===== config.mk =====
export PLATFORM = sky130hd
export DESIGN_NAME = percent_utf8_url_decoder
export DESIGN_NICKNAME = d
export VERILOG_FILES = /design/src/rtl/pud_pkg.sv /design/src/rtl/pud_escape.sv /design/src/rtl/pud_utf8.sv /design/src/rtl/percent_utf8_url_decoder.sv
export SDC_FILE = /design/constraint.sdc
export NUM_CORES = 1
export LEC_CHECK = 0
export BUFFER_PORTS_ARGS = -buffer_cell sky130_fd_sc_hd__buf_4
export CAP_MARGIN = 15
export CELL_PAD_IN_SITES_DETAIL_PLACEMENT = 0
export CELL_PAD_IN_SITES_GLOBAL_PLACEMENT = 1
export CORE_MARGIN = 8
export CORE_UTILIZATION = 45
export DETAILED_ROUTE_END_ITERATION = 10
export HOLD_SLACK_MARGIN = 0.15
export PLACE_DENSITY = 0.82
export RECOVER_POWER = 100
export SYNTH_ARGS = -nofsm -noshare
export SYNTH_HDL_FRONTEND = slang
export SYNTH_SLANG_ARGS = --single-unit

===== constraint.sdc =====
create_clock -name clock -period 5.85 [get_ports clock]
set_input_delay 0 -clock clock [delete_from_list [all_inputs] [get_ports clock]]
set_output_delay 0 -clock clock [all_outputs]
set_load 0.02 [all_outputs]

===== src/rtl/pud_pkg.sv =====
// Shared types and widths for the percent/UTF-8 URL decoder.
`timescale 1ns / 1ps

package pud_pkg;

   localparam int UNIT_W = 16;

   // Per-item control handed to both decode stages
   typedef struct packed {
      logic advance;   // process the held item (output not stopped)
      logic clear;     // last item of the string: return to reset state
   } stage_ctrl_type;

   // Escape stage result for the held item
   typedef struct packed {
      logic              unit_ready;   // a unit goes on to the UTF-8 stage
      logic [UNIT_W-1:0] unit_value;
      logic              open;         // escape still open after this item
   } esc_result_type;

   // UTF-8 stage result for the held item
   typedef struct packed {
      logic              have;         // a character completes
      logic [UNIT_W-1:0] ch;
      logic              open;         // sequence still open after this item
   } utf8_result_type;

endpackage


===== src/rtl/pud_escape.sv =====
// Percent-escape and plus-to-space stage with its escape state.
`timescale 1ns / 1ps

module pud_escape (
   input  logic                          clock,
   input  logic                          reset,
   input  pud_pkg::stage_ctrl_type       ctrl,
   input  logic [pud_pkg::UNIT_W-1:0]    code_unit,
   output pud_pkg::esc_result_type       result
);

   typedef enum logic [1:0] {
      ESC_IDLE   = 2'd0,
      ESC_FIRST  = 2'd1,
      ESC_SECOND = 2'd2
   } esc_phase_type;

   localparam logic [pud_pkg::UNIT_W-1:0] CHAR_PERCENT = 16'h0025;
   localparam logic [pud_pkg::UNIT_W-1:0] CHAR_PLUS    = 16'h002B;
   localparam logic [pud_pkg::UNIT_W-1:0] CHAR_SPACE   = 16'h0020;

   esc_phase_type phase_ff, phase_in, phase_next;
   logic [7:0]    first_digit_ff, first_digit_in, first_digit_next;
   logic [7:0]    digit;

   // Map a digit character to 0..35; anything else keeps its low byte
   function automatic logic [7:0] map_digit(input logic [7:0] b);
      logic [7:0] r;
      if (b >= 8'd48 && b <= 8'd57) begin
         r = b - 8'd48;
      end else if (b >= 8'd65 && b <= 8'd90) begin
         r = b - 8'd55;
      end else if (b >= 8'd97 && b <= 8'd122) begin
         r = b - 8'd87;
      end else begin
         r = b;
      end
      return r;
   endfunction

   assign digit = map_digit(code_unit[7:0]);

   // Decode the held unit against the escape phase
   always_comb begin
      phase_next        = ESC_IDLE;
      first_digit_next  = first_digit_ff;
      result.unit_ready = 1'b0;
      result.unit_value = '0;
      case (phase_ff)
         ESC_FIRST: begin
            first_digit_next = digit;
            phase_next       = ESC_SECOND;
         end
         ESC_SECOND: begin
            result.unit_ready = 1'b1;
            result.unit_value = {4'h0, first_digit_ff, 4'h0} | {8'h00, digit};
         end
         default: begin
            if (code_unit == CHAR_PERCENT) begin
               phase_next = ESC_FIRST;
            end else if (code_unit == CHAR_PLUS) begin
               result.unit_ready = 1'b1;
               result.unit_value = CHAR_SPACE;
            end else begin
               result.unit_ready = 1'b1;
               result.unit_value = code_unit;
            end
         end
      endcase
      result.open = (phase_next != ESC_IDLE);
   end

   // Advance on a processed item, drop back to idle at end of string
   always_comb begin
      phase_in       = phase_ff;
      first_digit_in = first_digit_ff;
      if (ctrl.clear) begin
         phase_in       = ESC_IDLE;
         first_digit_in = '0;
      end else if (ctrl.advance) begin
         phase_in       = phase_next;
         first_digit_in = first_digit_next;
      end
   end

   always_ff @(posedge clock) begin
      if (reset) begin
         phase_ff       <= ESC_IDLE;
         first_digit_ff <= '0;
      end else begin
         phase_ff       <= phase_in;
         first_digit_ff <= first_digit_in;
      end
   end

endmodule


===== src/rtl/pud_utf8.sv =====
// UTF-8 to UTF-16 reassembly stage with its sequence state.
`timescale 1ns / 1ps

module pud_utf8 (
   input  logic                          clock,
   input  logic                          reset,
   input  pud_pkg::stage_ctrl_type       ctrl,
   input  logic                          unit_ready,
   input  logic [pud_pkg::UNIT_W-1:0]    unit_value,
   output pud_pkg::utf8_result_type      result
);

   typedef enum logic [1:0] {
      SEQ_NONE = 2'd0,
      SEQ_LAST = 2'd1,
      SEQ_TWO  = 2'd2
   } seq_state_type;

   seq_state_type                 pending_ff, pending_in, pending_next;
   logic [pud_pkg::UNIT_W-1:0]    partial_ff, partial_in, partial_next;
   logic [pud_pkg::UNIT_W-1:0]    u;

   assign u = unit_value;

   // Fold the unit into the pending sequence or start a new one
   always_comb begin
      pending_next = pending_ff;
      partial_next = partial_ff;
      result.have  = 1'b0;
      result.ch    = '0;
      if (unit_ready) begin
         case (pending_ff)
            SEQ_TWO: begin
               partial_next = partial_ff | {4'h0, u[5:0], 6'h00};
               pending_next = SEQ_LAST;
            end
            SEQ_LAST: begin
               result.have  = 1'b1;
               result.ch    = partial_ff | {10'h000, u[5:0]};
               pending_next = SEQ_NONE;
               partial_next = '0;
            end
            default: begin
               if (u[15:7] == 9'h000) begin
                  result.have = 1'b1;
                  result.ch   = u;
               end else if (u[15:4] == 12'h00E) begin
                  partial_next = {u[3:0], 12'h000};
                  pending_next = SEQ_TWO;
               end else if (u <= 16'h00DF) begin
                  partial_next = {5'h00, u[4:0], 6'h00};
                  pending_next = SEQ_LAST;
               end else begin
                  // lead bytes above 0xEF pass through as characters
                  result.have = 1'b1;
                  result.ch   = u;
               end
            end
         endcase
      end
      result.open = (pending_next != SEQ_NONE);
   end

   // Hold unless a unit arrives; clear at end of string
   always_comb begin
      pending_in = pending_ff;
      partial_in = partial_ff;
      if (ctrl.clear) begin
         pending_in = SEQ_NONE;
         partial_in = '0;
      end else if (ctrl.advance) begin
         pending_in = pending_next;
         partial_in = partial_next;
      end
   end

   always_ff @(posedge clock) begin
      if (reset) begin
         pending_ff <= SEQ_NONE;
         partial_ff <= '0;
      end else begin
         pending_ff <= pending_in;
         partial_ff <= partial_in;
      end
   end

endmodule


===== src/rtl/percent_utf8_url_decoder.sv =====
// Path: input register, then result register, from input transfer to result valid.
// Throughput: one unit per cycle if not stalled; escape and UTF-8 state update together.
// A unit that completes no character and is not last gives no result but is still consumed.
// A stalled result register holds the held input item, and input ready follows it.
// Synchronous active-high reset empties both registers and clears all decode state.
// Top level of the percent/UTF-8 URL decoder.
`timescale 1ns / 1ps

module percent_utf8_url_decoder (
   input  logic                          clock,
   input  logic                          reset,
   input  logic                          req_valid,
   output logic                          req_ready,
   input  logic [pud_pkg::UNIT_W-1:0]    req_code_unit,
   input  logic                          req_is_last,
   output logic                          rsp_valid,
   input  logic                          rsp_ready,
   output logic [pud_pkg::UNIT_W-1:0]    rsp_char_out,
   output logic                          rsp_char_valid,
   output logic                          rsp_end_of_string,
   output logic                          rsp_truncated
);

   logic                         in_valid_ff, in_valid_in;
   logic [pud_pkg::UNIT_W-1:0]   in_unit_ff, in_unit_in;
   logic                         in_last_ff, in_last_in;
   logic                         stopped_ff, stopped_in;
   logic                         rsp_valid_ff, rsp_valid_in;
   logic [pud_pkg::UNIT_W-1:0]   rsp_char_ff, rsp_char_in;
   logic                         rsp_cvalid_ff, rsp_cvalid_in;
   logic                         rsp_eos_ff, rsp_eos_in;
   logic                         rsp_trunc_ff, rsp_trunc_in;

   logic                         proc;
   logic                         stop_now;
   logic                         have;
   logic                         stopped_next;
   logic                         emit;
   pud_pkg::stage_ctrl_type      ctrl;
   pud_pkg::esc_result_type      esc;
   pud_pkg::utf8_result_type     utf;

   // Process the held item only when the result register can take a transfer
   assign proc      = in_valid_ff && (!rsp_valid_ff || rsp_ready);
   assign req_ready = !in_valid_ff || proc;

   assign ctrl.advance = proc && !stopped_ff;
   assign ctrl.clear   = proc && in_last_ff;

   pud_escape u_escape (
      .clock     (clock),
      .reset     (reset),
      .ctrl      (ctrl),
      .code_unit (in_unit_ff),
      .result    (esc)
   );

   pud_utf8 u_utf8 (
      .clock      (clock),
      .reset      (reset),
      .ctrl       (ctrl),
      .unit_ready (esc.unit_ready),
      .unit_value (esc.unit_value),
      .result     (utf)
   );

   // A decoded zero character stops output until the end of the string
   assign stop_now     = !stopped_ff && utf.have && (utf.ch == '0);
   assign have         = !stopped_ff && utf.have && !stop_now;
   assign stopped_next = stopped_ff || stop_now;
   assign emit         = proc && (in_last_ff || have);

   // Input register
   always_comb begin
      in_valid_in = in_valid_ff;
      in_unit_in  = in_unit_ff;
      in_last_in  = in_last_ff;
      if (req_ready) begin
         in_valid_in = req_valid;
         in_unit_in  = req_code_unit;
         in_last_in  = req_is_last;
      end
   end

   // Stop flag
   always_comb begin
      stopped_in = stopped_ff;
      if (ctrl.clear) begin
         stopped_in = 1'b0;
      end else if (proc) begin
         stopped_in = stopped_next;
      end
   end

   // Result register: load on emit, drop after the transfer
   always_comb begin
      rsp_valid_in  = rsp_valid_ff;
      rsp_char_in   = rsp_char_ff;
      rsp_cvalid_in = rsp_cvalid_ff;
      rsp_eos_in    = rsp_eos_ff;
      rsp_trunc_in  = rsp_trunc_ff;
      if (emit) begin
         rsp_valid_in  = 1'b1;
         rsp_char_in   = have ? utf.ch : '0;
         rsp_cvalid_in = have;
         rsp_eos_in    = in_last_ff;
         rsp_trunc_in  = in_last_ff && !stopped_next && (esc.open || utf.open);
      end else if (rsp_ready) begin
         rsp_valid_in = 1'b0;
      end
   end

   always_ff @(posedge clock) begin
      if (reset) begin
         in_valid_ff  <= 1'b0;
         stopped_ff   <= 1'b0;
         rsp_valid_ff <= 1'b0;
      end else begin
         in_valid_ff  <= in_valid_in;
         stopped_ff   <= stopped_in;
         rsp_valid_ff <= rsp_valid_in;
      end
      in_unit_ff    <= in_unit_in;
      in_last_ff    <= in_last_in;
      rsp_char_ff   <= rsp_char_in;
      rsp_cvalid_ff <= rsp_cvalid_in;
      rsp_eos_ff    <= rsp_eos_in;
      rsp_trunc_ff  <= rsp_trunc_in;
   end

   assign rsp_valid         = rsp_valid_ff;
   assign rsp_char_out      = rsp_char_ff;
   assign rsp_char_valid    = rsp_cvalid_ff;
   assign rsp_end_of_string = rsp_eos_ff;
   assign rsp_truncated     = rsp_trunc_ff;

   // A result without end of string always carries a non-zero character
   a_mid_result_has_char: assert property (@(posedge clock) disable iff (reset)
      rsp_valid && !rsp_end_of_string |-> rsp_char_valid && (rsp_char_out != '0))
      else $error("result without end of string lacks a character");

   // Truncation is only reported on the end-of-string result
   a_trunc_at_end: assert property (@(posedge clock) disable iff (reset)
      rsp_valid && rsp_truncated |-> rsp_end_of_string)
      else $error("truncated flag outside end of string");

   // No character means a zero payload
   a_empty_char_zero: assert property (@(posedge clock) disable iff (reset)
      rsp_valid && !rsp_char_valid |-> rsp_char_out == '0)
      else $error("empty result carries a character");

   // The last item leaves the stop flag cleared
   a_last_clears_stop: assert property (@(posedge clock) disable iff (reset)
      proc && in_last_ff |=> !stopped_ff)
      else $error("stop flag survives end of string");

   // Processing an item with the result slot full would lose a result
   a_no_overwrite: assert property (@(posedge clock) disable iff (reset)
      emit |-> !rsp_valid_ff || rsp_ready)
      else $error("result register overwritten while stalled");

endmodule

=== Word level (Yosys, flattened, before mapping) ===
Index checks and enable logic that the tools add are counted.

* $add $sub $neg: 3
* Magnitude comparators: 7
* Equality and inequality tests: 8
* Multiplexer cells: 24
* Bitwise operators: 3
* Reductions and logical operators: 31

{| class="wikitable"
|+ Operator list
! kind !! count
|-
| 17-bit two-way mux || 5
|-
| 17-bit case mux with 2 select lines || 2
|-
| 16-bit two-way mux || 4
|-
| 16-bit by 6-bit == test with 1-bit output, second input constant || 2
|-
| 16-bit case mux with 2 select lines || 1
|-
| 8-bit two-way mux || 3
|-
| 8-bit by 7-bit >= comparator with 1-bit output, second input constant || 2
|-
| 16-bit by 8-bit less-or-equal comparator with 1-bit output, second input constant || 1
|-
| 8-bit by 7-bit less-or-equal comparator with 1-bit output, second input constant || 2
|-
| 16-bit logical NOT || 1
|-
| 16-bit by 12-bit OR with 16-bit output || 1
|-
| 16-bit by 6-bit OR with 16-bit output || 1
|-
| 8-bit by 6-bit subtractor with 8-bit output, second input constant || 2
|-
| 12-bit by 4-bit == test with 1-bit output, second input constant || 1
|-
| 1-bit logical AND || 12
|-
| 12-bit by 8-bit OR with 12-bit output || 1
|-
| 9-bit logical NOT || 1
|-
| 8-bit by 6-bit >= comparator with 1-bit output, second input constant || 1
|-
| 8-bit by 6-bit less-or-equal comparator with 1-bit output, second input constant || 1
|-
| 2-bit two-way mux || 4
|-
| 2-bit case mux with 2 select lines || 2
|-
| 8-bit by 7-bit subtractor with 8-bit output, second input constant || 1
|-
| 2-bit nonzero test || 3
|-
| 1-bit logical NOT || 5
|-
| other kinds (9) || 17
|}

* Bits in registers: 67
* Input port bits: 21
* Word-level logic and storage cells: 89

=== Longest topological paths before layout ===
Gate-level depths: netlist (run 1).

* Depth after elaboration: 20
* Mapped depth: 14
* Mapped depth without buffers: 11

=== Cells and area by module ===
A second synthesis (run 1) with hierarchy kept.

* Cells, all modules: 384
* Area, all modules: 3762.4 µm²

{| class="wikitable"
|+ Modules (own cells, without submodules)
! module !! times used !! cells an instance !! area each (µm²) !! sequential area each (µm²)
|-
| percent_utf8_url_decoder || 1 || 84 || 1491.4 || 1141.1
|-
| pud_escape || 1 || 180 || 1312.5 || 200.2
|-
| pud_utf8 || 1 || 120 || 958.4 || 240.2
|}

=== Worst setup path before layout (run 1) ===
Ideal clock, no wire load.

* Path kind: register to register
* From: reg in_unit_ff[0] (netlist name)
* To: reg rsp_char_ff (netlist bit rsp_char_out[0]), enable pin
* Library setup time: 0.425 ns
* Data arrival time: 4.393 ns
* Required time: 5.425 ns
* Setup slack: 1.032 ns
* Stages on the path, launching flop included: 12
* Path buffers: 1
* Cell sequence: edfxtp_1 > inv_1 > ha_1 > or4b_4 > a21boi_4 > nor2_2 > o311ai_1 > o211ai_1 > o31a_1 > or3_1 > buf_6 > o31ai_1

* Word-level cells in the longest chain between the ends: 19
* Elaborated cells between the ends (all ways): 37

{| class="wikitable"
|+ Ends and longest elaborated chain
! element !! line !! RTL
|-
| start: declaration || percent_utf8_url_decoder.sv:25 || <nowiki>logic [pud_pkg::UNIT_W-1:0] in_unit_ff, in_unit_in;</nowiki>
|-
| start signal: assignment || percent_utf8_url_decoder.sv:123 || <nowiki>in_unit_ff <= in_unit_in;</nowiki>
|-
| 8-bit by 7-bit >= comparator with 1-bit output or 8-bit by 7-bit less-or-equal comparator with 1-bit output (tied branches) || pud_escape.sv:33 || <nowiki>end else if (b >= 8'd97 && b <= 8'd122) begin</nowiki>
|-
| 1-bit logical AND || pud_escape.sv:33 ||
|-
| 8-bit two-way mux || pud_escape.sv:33 ||
|-
| 8-bit two-way mux || pud_escape.sv:31 || <nowiki>end else if (b >= 8'd65 && b <= 8'd90) begin</nowiki>
|-
| 8-bit two-way mux || pud_escape.sv:29 || <nowiki>if (b >= 8'd48 && b <= 8'd57) begin</nowiki>
|-
| 12-bit by 8-bit OR with 12-bit output || pud_escape.sv:56 || <nowiki>result.unit_value = {4'h0, first_digit_ff, 4'h0} | {8'h00, digit};</nowiki>
|-
| 17-bit case mux with 2 select lines * || pud_escape.sv:49 || <nowiki>case (phase_ff)</nowiki>
|-
| 16-bit by 8-bit less-or-equal comparator with 1-bit output || pud_utf8.sv:50 || <nowiki>end else if (u <= 16'h00DF) begin</nowiki>
|-
| [... 4 more ...] || -- ||
|-
| 17-bit two-way mux * || pud_utf8.sv:31 || <nowiki>if (unit_ready) begin</nowiki>
|-
| 16-bit logical NOT or 1-bit logical AND (tied branches) || percent_utf8_url_decoder.sv:68, percent_utf8_url_decoder.sv:69 ||
|-
| 1-bit logical AND || percent_utf8_url_decoder.sv:68 || <nowiki>assign stop_now = !stopped_ff && utf.have && (utf.ch == '0);</nowiki>
|-
| 1-bit logical NOT || percent_utf8_url_decoder.sv:69 || <nowiki>assign have = !stopped_ff && utf.have && !stop_now;</nowiki>
|-
| 1-bit logical AND * || percent_utf8_url_decoder.sv:69 ||
|-
| 1-bit logical OR * || percent_utf8_url_decoder.sv:71 || <nowiki>assign emit = proc && (in_last_ff || have);</nowiki>
|-
| 1-bit logical AND * || percent_utf8_url_decoder.sv:71 ||
|-
| named net emit || percent_utf8_url_decoder.sv:38 || <nowiki>logic emit;</nowiki>
|-
| end signal: assignment || percent_utf8_url_decoder.sv:125 || <nowiki>rsp_char_ff <= rsp_char_in;</nowiki>
|-
| end: declaration || percent_utf8_url_decoder.sv:29 || <nowiki>logic [pud_pkg::UNIT_W-1:0] rsp_char_ff, rsp_char_in;</nowiki>
|}

The timed path passes the listed nets; every way through them passes the cells marked *.
A chain may end at the register's enable or synchronous reset.

=== Worst setup path after layout (run 1) ===
* From: reg in_unit_ff[0] (netlist name)
* To: reg rsp_char_ff (netlist bit rsp_char_out[6]), enable pin

The elaborated chain is that of the path after synthesis.

==> impl_metrics.ini, run 1 <==
[status]
status = complete, no violations

[drt]
wl_mm = 10.3
num_vias = 3253
drt_iter0_drc = 348
dr.pass1.iters = 5
drc = 0
drt-vias-per-instance = 5.94
wl_per_cell_um = 18.8
ant_nets = 0

[cts]
clk_pin_slew_ps = 80
cts_sinks = 61
root_buffer = clkbuf_8
cts_made_buffers = 9
clock_latency_ps = 350
cts_tree = built
cts_resized = 0
htreeDepth = 3
cts_buffer_depth = 2

[final_layout]
postLayoutCoreUtil = 0.525
synthToLayoutAreaGrowth_pct = 15.5
layout.cells.non_filler = 548
layout.nets = 472
drive_gt1_frac = 0.111
antenna_cells = 0
fin_area_um2 = 4220

[worst_setup_path]
worstSetupPathType = flip-flop to flip-flop
end_kind = flip-flop
cp_data_required_time_ps = 5880
start_kind = flip-flop
cp_max_fo = 20
crit_arrival_ps = 4810

[synth]
syn_area_per_cell_um2 = 9.60
yosysUniqueCellTypes = 75
synth_area_um2 = 3660
synth-main-ff-cell = edfxtp_1
synth-seq-cells = 61
synth-async-reset-ratio = 0
synthCells = 381
synth_edf_count = 36
synthesis.nets = 415
yosys_warnings = 0
yosysSeqAreaShare = 0.432

[floorplan]
die_w_um = 106
die_h_um = 106
io_pins = 42
start_util = 0.454
die-area_um2 = 11300
core-area_um2 = 8050
num_rows = 33

[global_routing]
met2_usage = 0.259
grt_pass1_wl_mm = 16.3
grt_pass1_vias = 3101
met1_usage = 0.261
grt_overflow_total = 0
grt_most_used_layer = met1
grt.met3_usage = 0.0448
grt_start_max_net_pins = 26
grt_usage = 0.184
antenna_found_initial = 0

[timing]
layout_worst_path_cycle_share = 0.818
clock_skew_ps = 10.3
tns_ps = 0
tightest_slew_ps = 844
rsz0062_at_grt = no
fin_crit_ps = 4780
fmax_mhz = 209
fin_ws_ps = 1070
slew_viol_final = 0
setup_viol = 0
hold_slack_ps = 383
relSlewSlack = 0.437
hold_violations = 0

[place]
place_congestion = 0.935
hpwlAfterDp_mm = 7.56
place_ws_ps = 1510
io_buffers = 41
dpl.cell_count = 512
place_area_um2 = 4010

[pwr]
total_power_mw = 1.02
peakVddDrop_mv = 0.157
power_density_nw_per_um2 = 242
p_leak_nw = 1.56

[min_path]
hold_path_class = input pin to flip-flop

[run]
cap_violations = 0
-- worst paths after layout --
kind / from / end / slack (ps) / depth (start not counted)
max: in_unit_ff[0] / rsp_char_out[6] / 1070 / 11
min: req_code_unit[11] / in_unit_ff[11] / 380 / 2
max reg2reg: in_unit_ff[0] / rsp_char_out[6] / 1070 / 11
min reg2reg: u_escape.first_digit_ff[5] / u_escape.first_digit_ff[5] / 480 / 2
-- cell usage in the layout, fill, tap and decap left out, types with 7 or more instances in the layout --
master	Yosys	final
a211oi_1	8	8
a21oi_1	27	27
a31oi_1	12	12
and3_1	8	8
clkbuf_1	7	21
clkbuf_4	0	17
clkbuf_8	0	9
dfxtp_1	25	25
dlygate4sd3_1	0	20
edfxtp_1	36	36
ha_1	13	13
inv_1	16	16
nand2_1	36	36
nand3_1	7	7
nor2_1	31	32
nor3_1	13	22
o21ai_0	19	19
-- power by group --
part	total, mW	switching [mW]	internal, mW	leakage [nW]
Combinational	0.177	0.112	0.0655	0.909
Sequential	0.500	0.0177	0.482	0.562
Clock	0.344	0.189	0.155	0.0898
Total	1.02	0.319	0.703	1.56
-- cell type report --
class | instances | area [um2]
Sequential cell | 61 | 1580
Inverter | 16 | 60.1
Multi-Input combinational cell | 288 | 1840
Fill cell | 786 | 3830
Tap cell | 105 | 131
Timing Repair Buffer | 62 | 437
Clock inverter | 7 | 48.8
Clock buffer | 9 | 124
-- repair_timing --
item                      in CTS  in global routing
hold buffers                  20                  0
buffers inserted               0                  0
hold endpoints to repair      23                  0
-- cells by family (layout without fill, tap and decap cells) --
group                      count (synthesis)  after routing  share of synthesized area
AOI/OAI and AO/OA                        123            123                      0.243
xor gates and xnor gates                   4              4                    0.00958
adders and majority gates                 13             13                     0.0445
buffers and inverters                     32             94                     0.0431
DFF                                       61             61                      0.432
muxes                                      3              3                    0.00958
and+or+nand+nor                          145            145                      0.218
-- worst max-delay path, cell delays in order (launching register included) --
cell and delay, ps:
edfxtp_1 540, inv_1 190, ha_1 170, or4b_1 510
a21boi_0 430, nor2_1 260, o311ai_0 520, o211ai_1 270
o31a_1 350, or3_1 600, o31ai_1 320, buf_4 300
-- synth_stat cells, drive strengths merged, types with 3 or more instances --
library cell  count  area (um2)
nor3             23         165
a21boi            3        33.8
o311ai            3        33.8
nand3b            3        22.5
a21o              4        30.0
buf               9        71.3
ha               13         163
and3              8        50.1
nand4             3        18.8
nand2b            6        37.5
clkbuf            7        26.3
inv              16        60.1
edfxtp           36        1080
a21oi            27         135
o2bb2ai           4        35.0
and2              5        31.3
or2               4        25.0
or3               3        18.8
a211oi            9        72.6
a31oi            12        75.1
o31ai             6        45.0
nor2             32         123
xnor2             3        26.3
nor2b             4        25.0
nand3             7        35.0
dfxtp            25         500
o211ai            6        45.0
a211o             3        26.3
nand2            36         135
o21ai            21         109
-- metal layers --
| metal | vias up | wire length (um) | part of all wire |
|---|---|---|---|
| met5 | - | 0 | 0 |
| met4 | 0 | 248 | 0.024 |
| met3 | 23 | 874 | 0.085 |
| met2 | 151 | 4310 | 0.42 |
| met1 | 1514 | 4880 | 0.47 |
| li1 | 1565 | - | - |
-- flip-flops by register name, indices dropped and copies added, names as in the netlist --
name	flops
stopped_ff	1
in_valid_ff	1
in_last_ff	1
u_escape.phase_ff	2
u_utf8.partial_ff	10
u_escape.first_digit_ff	8
rsp_truncated	1
u_utf8.pending_ff	2
rsp_valid	1
rsp_end_of_string	1
rsp_char_out	16
rsp_char_valid	1
in_unit_ff	16
No activity file was read; power rests on OpenSTA's default activity.
==> run 2, diff against run 1 <==
--- a/config.mk
+++ b/config.mk
@@ -10,10 +10,10 @@
 export CELL_PAD_IN_SITES_DETAIL_PLACEMENT = 0
 export CELL_PAD_IN_SITES_GLOBAL_PLACEMENT = 1
 export CORE_MARGIN = 8
-export CORE_UTILIZATION = 45
+export CORE_UTILIZATION = 41
 export DETAILED_ROUTE_END_ITERATION = 10
 export HOLD_SLACK_MARGIN = 0.15
-export PLACE_DENSITY = 0.82
+export PLACE_DENSITY = 0.79
 export RECOVER_POWER = 100
 export SYNTH_ARGS = -nofsm -noshare
 export SYNTH_HDL_FRONTEND = slang
==> constraint.sdc (replaced) <==
create_clock -name clock -period 3.91 [get_ports clock]
set_input_delay 0 -clock clock [delete_from_list [all_inputs] [get_ports clock]]
set_output_delay 0 -clock clock [all_outputs]
set_load 0.02 [all_outputs]
==> run 2 against run 1 <==
  * First-iteration DRC count grew 9.5%
  * Sequential share of layout area shrank 2.7 points
  * Global-route usage shrank 0.69 points
  * Non-clock buffer count grew 34
  * Highest routed layer unchanged
  * Cell area grew 7.7%
  * Worst hold slack lost 4.8 ps
  * Critical path depth grew 1
  * Final cell count grew 6.8%
==> impl_metrics.ini, run 2 (synthesis gave the netlist of run 1 again) <==
[status]
status = complete, no violations

[cts]
htreeDepth = 3
clock_latency_ps = 350
cts_tree = built
clk_pin_slew_ps = 80
cts_made_buffers = 9
root_buffer = clkbuf_8
cts_buffer_depth = 2
cts_sinks = 61

[worst_setup_path]
path_delay_family = simple AND/OR/NAND/NOR gates
end_kind = flip-flop
crit_arrival_ps = 3800
r2r-start = in_unit_ff[0]
start_kind = flip-flop
crit_path_max_incr_delay_ps = 530
rrSetupSlack_ps = 200
path_cells = ha_1, or4b_4, nand3_1, and2_1, o311ai_1, o211a_1, clkbuf_1, o41ai_1, o311a_1, and4_4, clkbuf_4, nor3_1
cp_max_fo = 11
slowest_stage = or4b_4
critPathBufInv = 2
cp_data_required_time_ps = 4000
worstSetupPathType = flip-flop to flip-flop
ff2ff_path_depth = 12
r2r_end = rsp_char_out[1]

[timing]
layout_worst_path_cycle_share = 0.950
clock_skew_ps = 10.3
hold_violations = 0
setup_viol = 0
relSlewSlack = 0.469
tightest_slew_ps = 796
hold_slack_ps = 378
fin_crit_ps = 3710
rsz0062_at_grt = no
fmax_mhz = 269
slew_viol_final = 0

[pwr]
power_frac_clock = 0.327
p_sw_frac = 0.312
peakVddDrop_mv = 0.255
comb_power_share = 0.201
p_leak_nw = 1.74
pwr-share-seq = 0.472
power_density_nw_per_um2 = 344
intPower_mw = 1.08
switchingPower_mw = 0.488

[place]
hpwlAfterDp_mm = 8.12
place_congestion = 0.944
place_area_um2 = 4270
io_buffers = 41

[min_path]
hold_path_startpoint = req_code_unit[4]
hold_path_depth = 2
min_to = in_unit_ff[4]
hold_path_class = input pin to flip-flop

[global_routing]
antenna_found_initial = 0
grt_overflow_total = 0
grt_start_max_net_pins = 22
grt_pass1_vias = 3366
grt_pass1_wl_mm = 17.6
grt_usage = 0.177

[floorplan]
core-area_um2 = 8680
die_w_um = 110
start_util = 0.421
io_pins = 42
num_rows = 34
die-area_um2 = 12200
die_h_um = 110

[drt]
dr.pass1.iters = 5
drt-vias-per-instance = 5.83
wl_per_cell_um = 18.8
wl_mm = 11.0
num_vias = 3410
drc = 0
drt_iter0_drc = 381
ant_nets = 0

[final_layout]
antenna_cells = 0
synthToLayoutAreaGrowth_pct = 24.4
layout.nets = 506
fin_area_um2 = 4550
drive_gt1_frac = 0.187
postLayoutCoreUtil = 0.524
final_cell_mix = nand2_1, edfxtp_1, nor2_1, buf_4, a21oi_1

[run]
cap_violations = 0
==> run 2: changes by cell type in the layout (fill, tap and decap cells not counted), sizes merged <==
cell / previous run / this run
clkbuf: 47 / 55
buf: 4 / 30
==> run 2: stage by stage <==
stage | setup TNS (ps) | power (mW) | std cells | worst slack, ps
2_1_floorplan | 0 | 0.943 | 381 | 45.9
3_3_place_gp | -1980 | 1.07 | 546 | -105
3_5_place_dp | -2740 | 1.07 | 546 | -145
4_1_cts | 0 | 1.59 | 585 | 41.7
5_1_grt | 0 | 1.63 | 585 | 34.1
6_report | 0 | 1.57 | 585 | 197
==> run 2: repair_timing <==
item | in CTS | in global routing
buffers inserted | 3 | 0
endpoints found under the hold margin | 23 | 0
pin swaps | 1 | 0
resized for setup | 0 | 4
hold buffers | 20 | 0
setup endpoints to repair | 19 | 40
==> run 2: power groups by stage <==
| stage | Combinational, mW | Clock (mW) | Sequential (mW) |
|---|---|---|---|
| after floorplan | 0.165 | 0 | 0.777 |
| after global placement | 0.312 | 0 | 0.753 |
| after detailed placement | 0.311 | 0 | 0.754 |
| after CTS | 0.333 | 0.522 | 0.739 |
| after global routing | 0.341 | 0.547 | 0.743 |
| final | 0.315 | 0.512 | 0.738 |
==> run 2: worst max-delay path by stage <==
stage	start	endpoint	slack [ps]	cells after the start
6_report	in_unit_ff[0]	rsp_char_out[1]	200	12
3_3_place_gp	in_unit_ff[4]	rsp_char_out[12]	-100	11
4_1_cts	in_unit_ff[4]	rsp_truncated	40	12
3_5_place_dp	in_unit_ff[4]	rsp_char_out[9]	-150	11
5_1_grt	in_unit_ff[4]	rsp_char_out[13]	30	12
2_1_floorplan	in_unit_ff[0]	rsp_char_out[0]	50	11
==> run 2: cell type report <==
| cell class | instances | area [um2] |
|---|---|---|
| fillers | 836 | 4130 |
| multi-input cells | 288 | 1910 |
| flip-flops and latches | 61 | 1580 |
| repair buffers | 96 | 686 |
| well taps | 108 | 135 |
| clock buffers | 9 | 124 |
| inverters | 16 | 60.1 |
| clock inverters | 7 | 48.8 |
==> run 2: layer usage <==
layer / part of all wire / track usage
met3: 0.086 / 0.0525
met1: 0.45 / 0.231
met2: 0.45 / 0.266
met5: 0 / 0
met4: 0.018 / 0.0685
==> run 2: worst register-to-register path, stage by stage, from the launching register on <==
cell	delay, ps
edfxtp_1	450
ha_1	270
or4b_4	530
nand3_1	160
and2_1	250
o311ai_1	150
o211a_1	250
clkbuf_1	140
o41ai_1	440
o311a_1	250
and4_4	260
clkbuf_4	220
nor3_1	80
